[config.mk]
export PLATFORM = sky130hd
export DESIGN_NAME = isotp_ctrl
export DESIGN_NICKNAME = d
export VERILOG_FILES = /design/src/rtl/core/isotp_pkg.sv /design/src/rtl/core/isotp_ctrl.sv
export SDC_FILE = /design/constraint.sdc
export NUM_CORES = 1
export LEC_CHECK = 0
export BUFFER_PORTS_ARGS = -buffer_cell sky130_fd_sc_hd__buf_2
export CAP_MARGIN = 25
export CORE_AREA = 8 8 45 47
export CTS_CLUSTER_SIZE = 25
export DETAILED_ROUTE_END_ITERATION = 10
export DIE_AREA = 0 0 53 55
export PLACE_DENSITY = 0.6
export SYNTH_ARGS = -nofsm -noshare
export SYNTH_HDL_FRONTEND = slang
export SYNTH_SLANG_ARGS = --single-unit
[constraint.sdc]
create_clock -name clk -period 3.6 [get_ports clk]
set_clock_uncertainty 0.05 [all_clocks]
set_input_delay 1.08 -clock clk [delete_from_list [all_inputs] [get_ports clk]]
set_output_delay 1.08 -clock clk [all_outputs]
set_load 0.03 [all_outputs]
[src/rtl/core/isotp_pkg.sv]
// shared types, codes and constants of the iso-tp transmit segmenter
package isotp_pkg;

    // payload store depth and address width
    localparam int STORE_DEPTH = 4096;
    localparam int STORE_AW    = $clog2(STORE_DEPTH);

    // message length limits
    localparam int MAX_MSG = 4095;
    localparam logic [11:0] LOAD_LIMIT = 12'((STORE_DEPTH < MAX_MSG) ? STORE_DEPTH : MAX_MSG);

    // protocol control nibbles and flow control codes
    localparam logic [3:0] PCI_FIRST    = 4'h1;
    localparam logic [3:0] PCI_CONSEC   = 4'h2;
    localparam logic [7:0] FC_CONTINUE  = 8'h30;
    localparam logic [7:0] FC_OVERFLOW  = 8'h32;
    localparam logic [3:0] FC_LENGTH    = 4'd3;
    localparam logic [3:0] FULL_PAYLOAD = 4'd7;

    typedef enum logic [1:0] {
        KIND_PAYLOAD = 2'd0,
        KIND_FC      = 2'd1,
        KIND_NEXT    = 2'd2,
        KIND_NONE    = 2'd3
    } kind_t;

    typedef enum logic [1:0] {
        STAT_FRAME   = 2'd0,
        STAT_REJECT  = 2'd1,
        STAT_NOFRAME = 2'd2
    } status_t;

    typedef enum logic [1:0] {
        PH_IDLE  = 2'd0,
        PH_WAIT  = 2'd1,
        PH_READY = 2'd2
    } phase_t;

    typedef enum logic [2:0] {
        FR_NONE,
        FR_REJECT,
        FR_NOFRAME,
        FR_SINGLE,
        FR_FIRST,
        FR_CONSEC
    } frame_op_t;

    typedef enum logic [1:0] {
        ST_IDLE,
        ST_DECIDE,
        ST_GATHER,
        ST_OUT
    } ctrl_state_t;

    // controller to datapath
    typedef struct packed {
        logic      capture;
        logic      load_byte;
        logic      clear_msg;
        logic      start_first;
        logic      fc_continue;
        logic      go_idle;
        logic      cf_advance;
        frame_op_t frame_op;
        logic      out_load;
    } dp_cmd_t;

    // datapath to controller
    typedef struct packed {
        kind_t      kind;
        logic       last;
        phase_t     phase;
        logic       ovf_new;
        logic       len_small;
        logic       fc_len_ok;
        logic [7:0] fc_status;
        logic       rem_full;
        logic       gather_done;
        logic       out_free;
    } dp_stat_t;

endpackage

[src/rtl/core/isotp_ctrl.sv]
// sequencing state machine of the iso-tp transmit segmenter
module isotp_ctrl (
    input  logic              clk,
    input  logic              rst_n,
    input  logic              s_tvalid,
    output logic              s_tready,
    input  isotp_pkg::dp_stat_t stat,
    output isotp_pkg::dp_cmd_t  cmd
);
    import isotp_pkg::*;

    ctrl_state_t state_reg;
    ctrl_state_t state_next;

    // state register
    always_ff @(posedge clk or negedge rst_n)
    begin
        if (!rst_n)
        begin
            state_reg <= ST_IDLE;
        end
        else
        begin
            state_reg <= state_next;
        end
    end

    // next state
    always_comb
    begin
        state_next = state_reg;
        unique case (state_reg)
            ST_IDLE:
            begin
                if (s_tvalid)
                begin
                    state_next = ST_DECIDE;
                end
            end
            ST_DECIDE:
            begin
                if (cmd.frame_op != FR_NONE)
                begin
                    state_next = ST_GATHER;
                end
                else
                begin
                    state_next = ST_IDLE;
                end
            end
            ST_GATHER:
            begin
                if (stat.gather_done)
                begin
                    state_next = ST_OUT;
                end
            end
            ST_OUT:
            begin
                if (stat.out_free)
                begin
                    state_next = ST_IDLE;
                end
            end
            default:
            begin
                state_next = ST_IDLE;
            end
        endcase
    end

    // command decode
    always_comb
    begin
        cmd      = '0;
        s_tready = 1'b0;
        unique case (state_reg)
            ST_IDLE:
            begin
                s_tready    = 1'b1;
                cmd.capture = s_tvalid;
            end
            ST_DECIDE:
            begin
                unique case (stat.kind)
                    KIND_PAYLOAD:
                    begin
                        if (stat.phase != PH_IDLE)
                        begin
                            if (stat.last)
                            begin
                                cmd.frame_op = FR_REJECT;
                            end
                        end
                        else
                        begin
                            cmd.load_byte = 1'b1;
                            if (stat.last)
                            begin
                                if (stat.ovf_new)
                                begin
                                    cmd.clear_msg = 1'b1;
                                    cmd.frame_op  = FR_REJECT;
                                end
                                else if (stat.len_small)
                                begin
                                    cmd.clear_msg = 1'b1;
                                    cmd.frame_op  = FR_SINGLE;
                                end
                                else
                                begin
                                    cmd.start_first = 1'b1;
                                    cmd.frame_op    = FR_FIRST;
                                end
                            end
                        end
                    end
                    KIND_FC:
                    begin
                        if (stat.fc_len_ok && stat.phase == PH_WAIT)
                        begin
                            if (stat.fc_status == FC_CONTINUE)
                            begin
                                cmd.fc_continue = 1'b1;
                            end
                            else if (stat.fc_status == FC_OVERFLOW)
                            begin
                                cmd.go_idle = 1'b1;
                            end
                        end
                    end
                    KIND_NEXT:
                    begin
                        if (stat.phase != PH_READY)
                        begin
                            cmd.frame_op = FR_NOFRAME;
                        end
                        else
                        begin
                            cmd.frame_op = FR_CONSEC;
                            if (stat.rem_full)
                            begin
                                cmd.cf_advance = 1'b1;
                            end
                            else
                            begin
                                cmd.go_idle = 1'b1;
                            end
                        end
                    end
                    default:
                    begin
                    end
                endcase
            end
            ST_GATHER:
            begin
            end
            ST_OUT:
            begin
                cmd.out_load = stat.out_free;
            end
            default:
            begin
            end
        endcase
    end

endmodule

==> metrics.cfg <==
[worst_setup_path]
slowest_stage=and3b_2
endpoint_kind=output pin
critPathKind=input port to output pin
critPathLaunchType=input port
crit_start=stat[17]
cp.arrival_ns=2.21
crit_chain=buf_2 -> inv_1 -> ha_1 -> and3b_2 -> nand3_1 -> o22ai_1 -> buf_2
path_max_fanout=4
cp_slowest_stage_delay_ns=0.24
crit_required_ns=2.47
cpMostUsedCell=buf_2

[final_layout]
area_growth_pct=56.5
diodes=0
multi_input_area_um2=310
final-seq-area_um2=50.0
fin_nets=109
drive_gt1_share_pct=51.2
n_fill_cell=147

[routing]
post_drt_wl_per_cell_um=12.9
ant_nets=0
drt_iter0_markers=3
drt_drc_violations_left=0
viasPerCell=4.86
vias=476
drt-total-wl_um=1270
first_pass_iters=2

[placed_design]
post-place-ws_ns=0.282
port_buffers=33
post-dp-hpwl_um=1100
routabilityCongestion=0.814

[logic_synthesis]
syn_inst=46
synthMuxAreaShare_pct=2.72
yosysTopAreaCell=dfrtp_1
syn-mean-instance-area_um2=8.00
yosysUniqueCellTypes=28
synth_nets=71
yosys.area_share.xor_xnor_pct=0
ys_warn_count=0
synth-compound-area-share_pct=16.3
synth_top_family_by_area=simple AND/OR/NAND/NOR gates
ys_ff_latch=2
synth-adder-area-share_pct=10.2
yosysTopAreaCellShare_pct=13.6
synthTopCellsByArea=dfrtp_1, ha_1, nor2_1
syn-cell-area_um2=368
synthSimpleGateAreaFrac_pct=55.1
synth-seq-area-share_pct=13.6

[power]
switching_share_pct=48.6
combPwrFrac_pct=57.8
p_switching_uw=119
pwr-share-clk_pct=20.9
powerDensity_nw_per_um2=425
p_int_uw=126
max-vdd-ir-drop_mv=0.131
seqPwrFrac_pct=21.4
p_leak_uw=0.000310

[global_routing]
grt_overflow=0
grtUsageTotal_pct=8.96
grt_max_degree=8
antenna_found_initial=0
grt_pass1_wl_um=2040
grt_pass1_vias=512

[floorplanning]
start_util_pct=26.6
die_area_um2=2920
row_count=14
die_h_um=55
core_area_um2=1380
pin_count=34
die_x_um=53

[timing]
timing.final.ws_setup_ns=0.259
final_max_slew_viol_count=0
fin_crit_sh_pct=92.8
setup_viol=0
worst_slew_pin_slew_ns=0.214
hold_viol=0
rsz0062_at_grt=false
tns_ns=0
layout_min_cycle_time_ns=3.34
max_freq_mhz=299
max-slew-margin-rel_pct=85.6

[clock_tree]
clock_sinks=2
post_cts_resized=0
postCtsSetupRepairBufs=0
clockRootBuffer=clkbuf_4
clk_latency_ns=0.23
clock_tree.htree_level_count=1
holdBufCountCts=0
cts_buffers=3
clk_pin_slew_ns=0.03
cts_tree=yes
clock_path_buffers=2

[worst_hold_path]
hold_class=register to register
worstHoldStart=state_reg[0]

[run]
drv_cap=0

[run_status]
outcome=completed

## worst max-delay path, delay by kind of cell
kind / cells / cell delay [ns]
adders and majority gates: 1 / 0.21
buffers and inverters: 3 / 0.41
AOI/OAI and AO/OA: 1 / 0.18
and+or+nand+nor: 2 / 0.32
## power by group through the flow
stage / registers (uW) / clock network (uW) / logic, uW
finish: 52.2 / 51.0 / 141
global route: 54.1 / 56.9 / 155
CTS: 52.7 / 53.9 / 143
detailed placement: 52.6 / 0 / 144
global placement: 52.2 / 0 / 142
floorplan: 48.4 / 0 / 99.5
## worst paths after layout
check                                to  slack [ns]  cells after the start
min                        state_reg[0]        0.56                      1
min reg2reg                state_reg[0]        0.56                      1
max reg2reg                    register        2.58                      2
min in group asynchronous     async pin        0.58                      1
max                              cmd[5]        0.26                      7
max in group asynchronous  state_reg[0]        2.82                      1
## final cells by class
cell class | count | share of cell area (%)
Multi-Input combinational cell | 42 | 53.9
Sequential cell | 2 | 8.70
Clock buffer | 3 | 3.91
Timing Repair Buffer | 33 | 28.7
Tap cell | 16 | 3.48
Inverter | 2 | 1.30
## through the flow
step / area (um^2) / std cells / hold slack (ns) / total power (uW) / util [%]
final: 576 / 98 / 0.564 / 245 / 41.6
after global routing: 576 / 98 / 0.572 / 266 / 41.6
after CTS: 576 / 98 / 0.575 / 250 / 41.6
after detailed placement: 553 / 95 / 0.576 / 196 / 40.0
after global placement: 553 / 95 / 0.539 / 194 / 40.0
after floorplan: 368 / 46 / 0.493 / 148 / -
## kinds of logic (layout without fill, tap and decap cells)
group,after synthesis,count (layout)
AO/OA/AOI/OAI,8,8
adder cells (fa/ha/maj),3,3
buffers and inverters,2,38
flip-flops,2,2
multiplexers,1,1
AND/OR/NAND/NOR,30,30
## per-layer routing
layer	track usage (%)	up-vias	share of wire, %
li1	-	245	-
met1	9.41	208	45
met2	15.8	23	47
met3	2.41	0	8.4
met4	5.17	0	0
met5	0	-	0
## layout by cell type (no fill, tap or decap), types with 2 or more instances in the layout
cell type	Yosys	routed
nand2_1	3	3
nor2b_1	2	2
buf_2	0	33
a21oi_1	2	2
clkbuf_4	0	3
ha_1	3	3
nor3_1	2	2
inv_1	2	2
nor2_1	6	6
dfrtp_1	2	2
nand3_1	2	2
o22ai_1	2	2
and2_1	2	2
and3_1	2	2
## synthesized netlist by cell type
library cell and number:
ha_1 3, o22ai_1 2, and2_1 2, nor4b_2 1
nor2_1 6, inv_1 2, and4b_1 1, nor2b_1 2
o21ai_0 1, dfrtp_1 2, nand4_1 1, o31ai_1 1
or2_1 1, nand2b_4 1, and2b_1 1, a21oi_1 2
nor3_1 2, nand2_1 3, a32oi_2 1, and4bb_4 1
nand3_1 2, nor4b_1 1, or2b_1 1, nor3_2 1
mux2i_1 1, and3_1 2, and3b_2 1, o32ai_1 1
(Power assumes the default switching activity.)
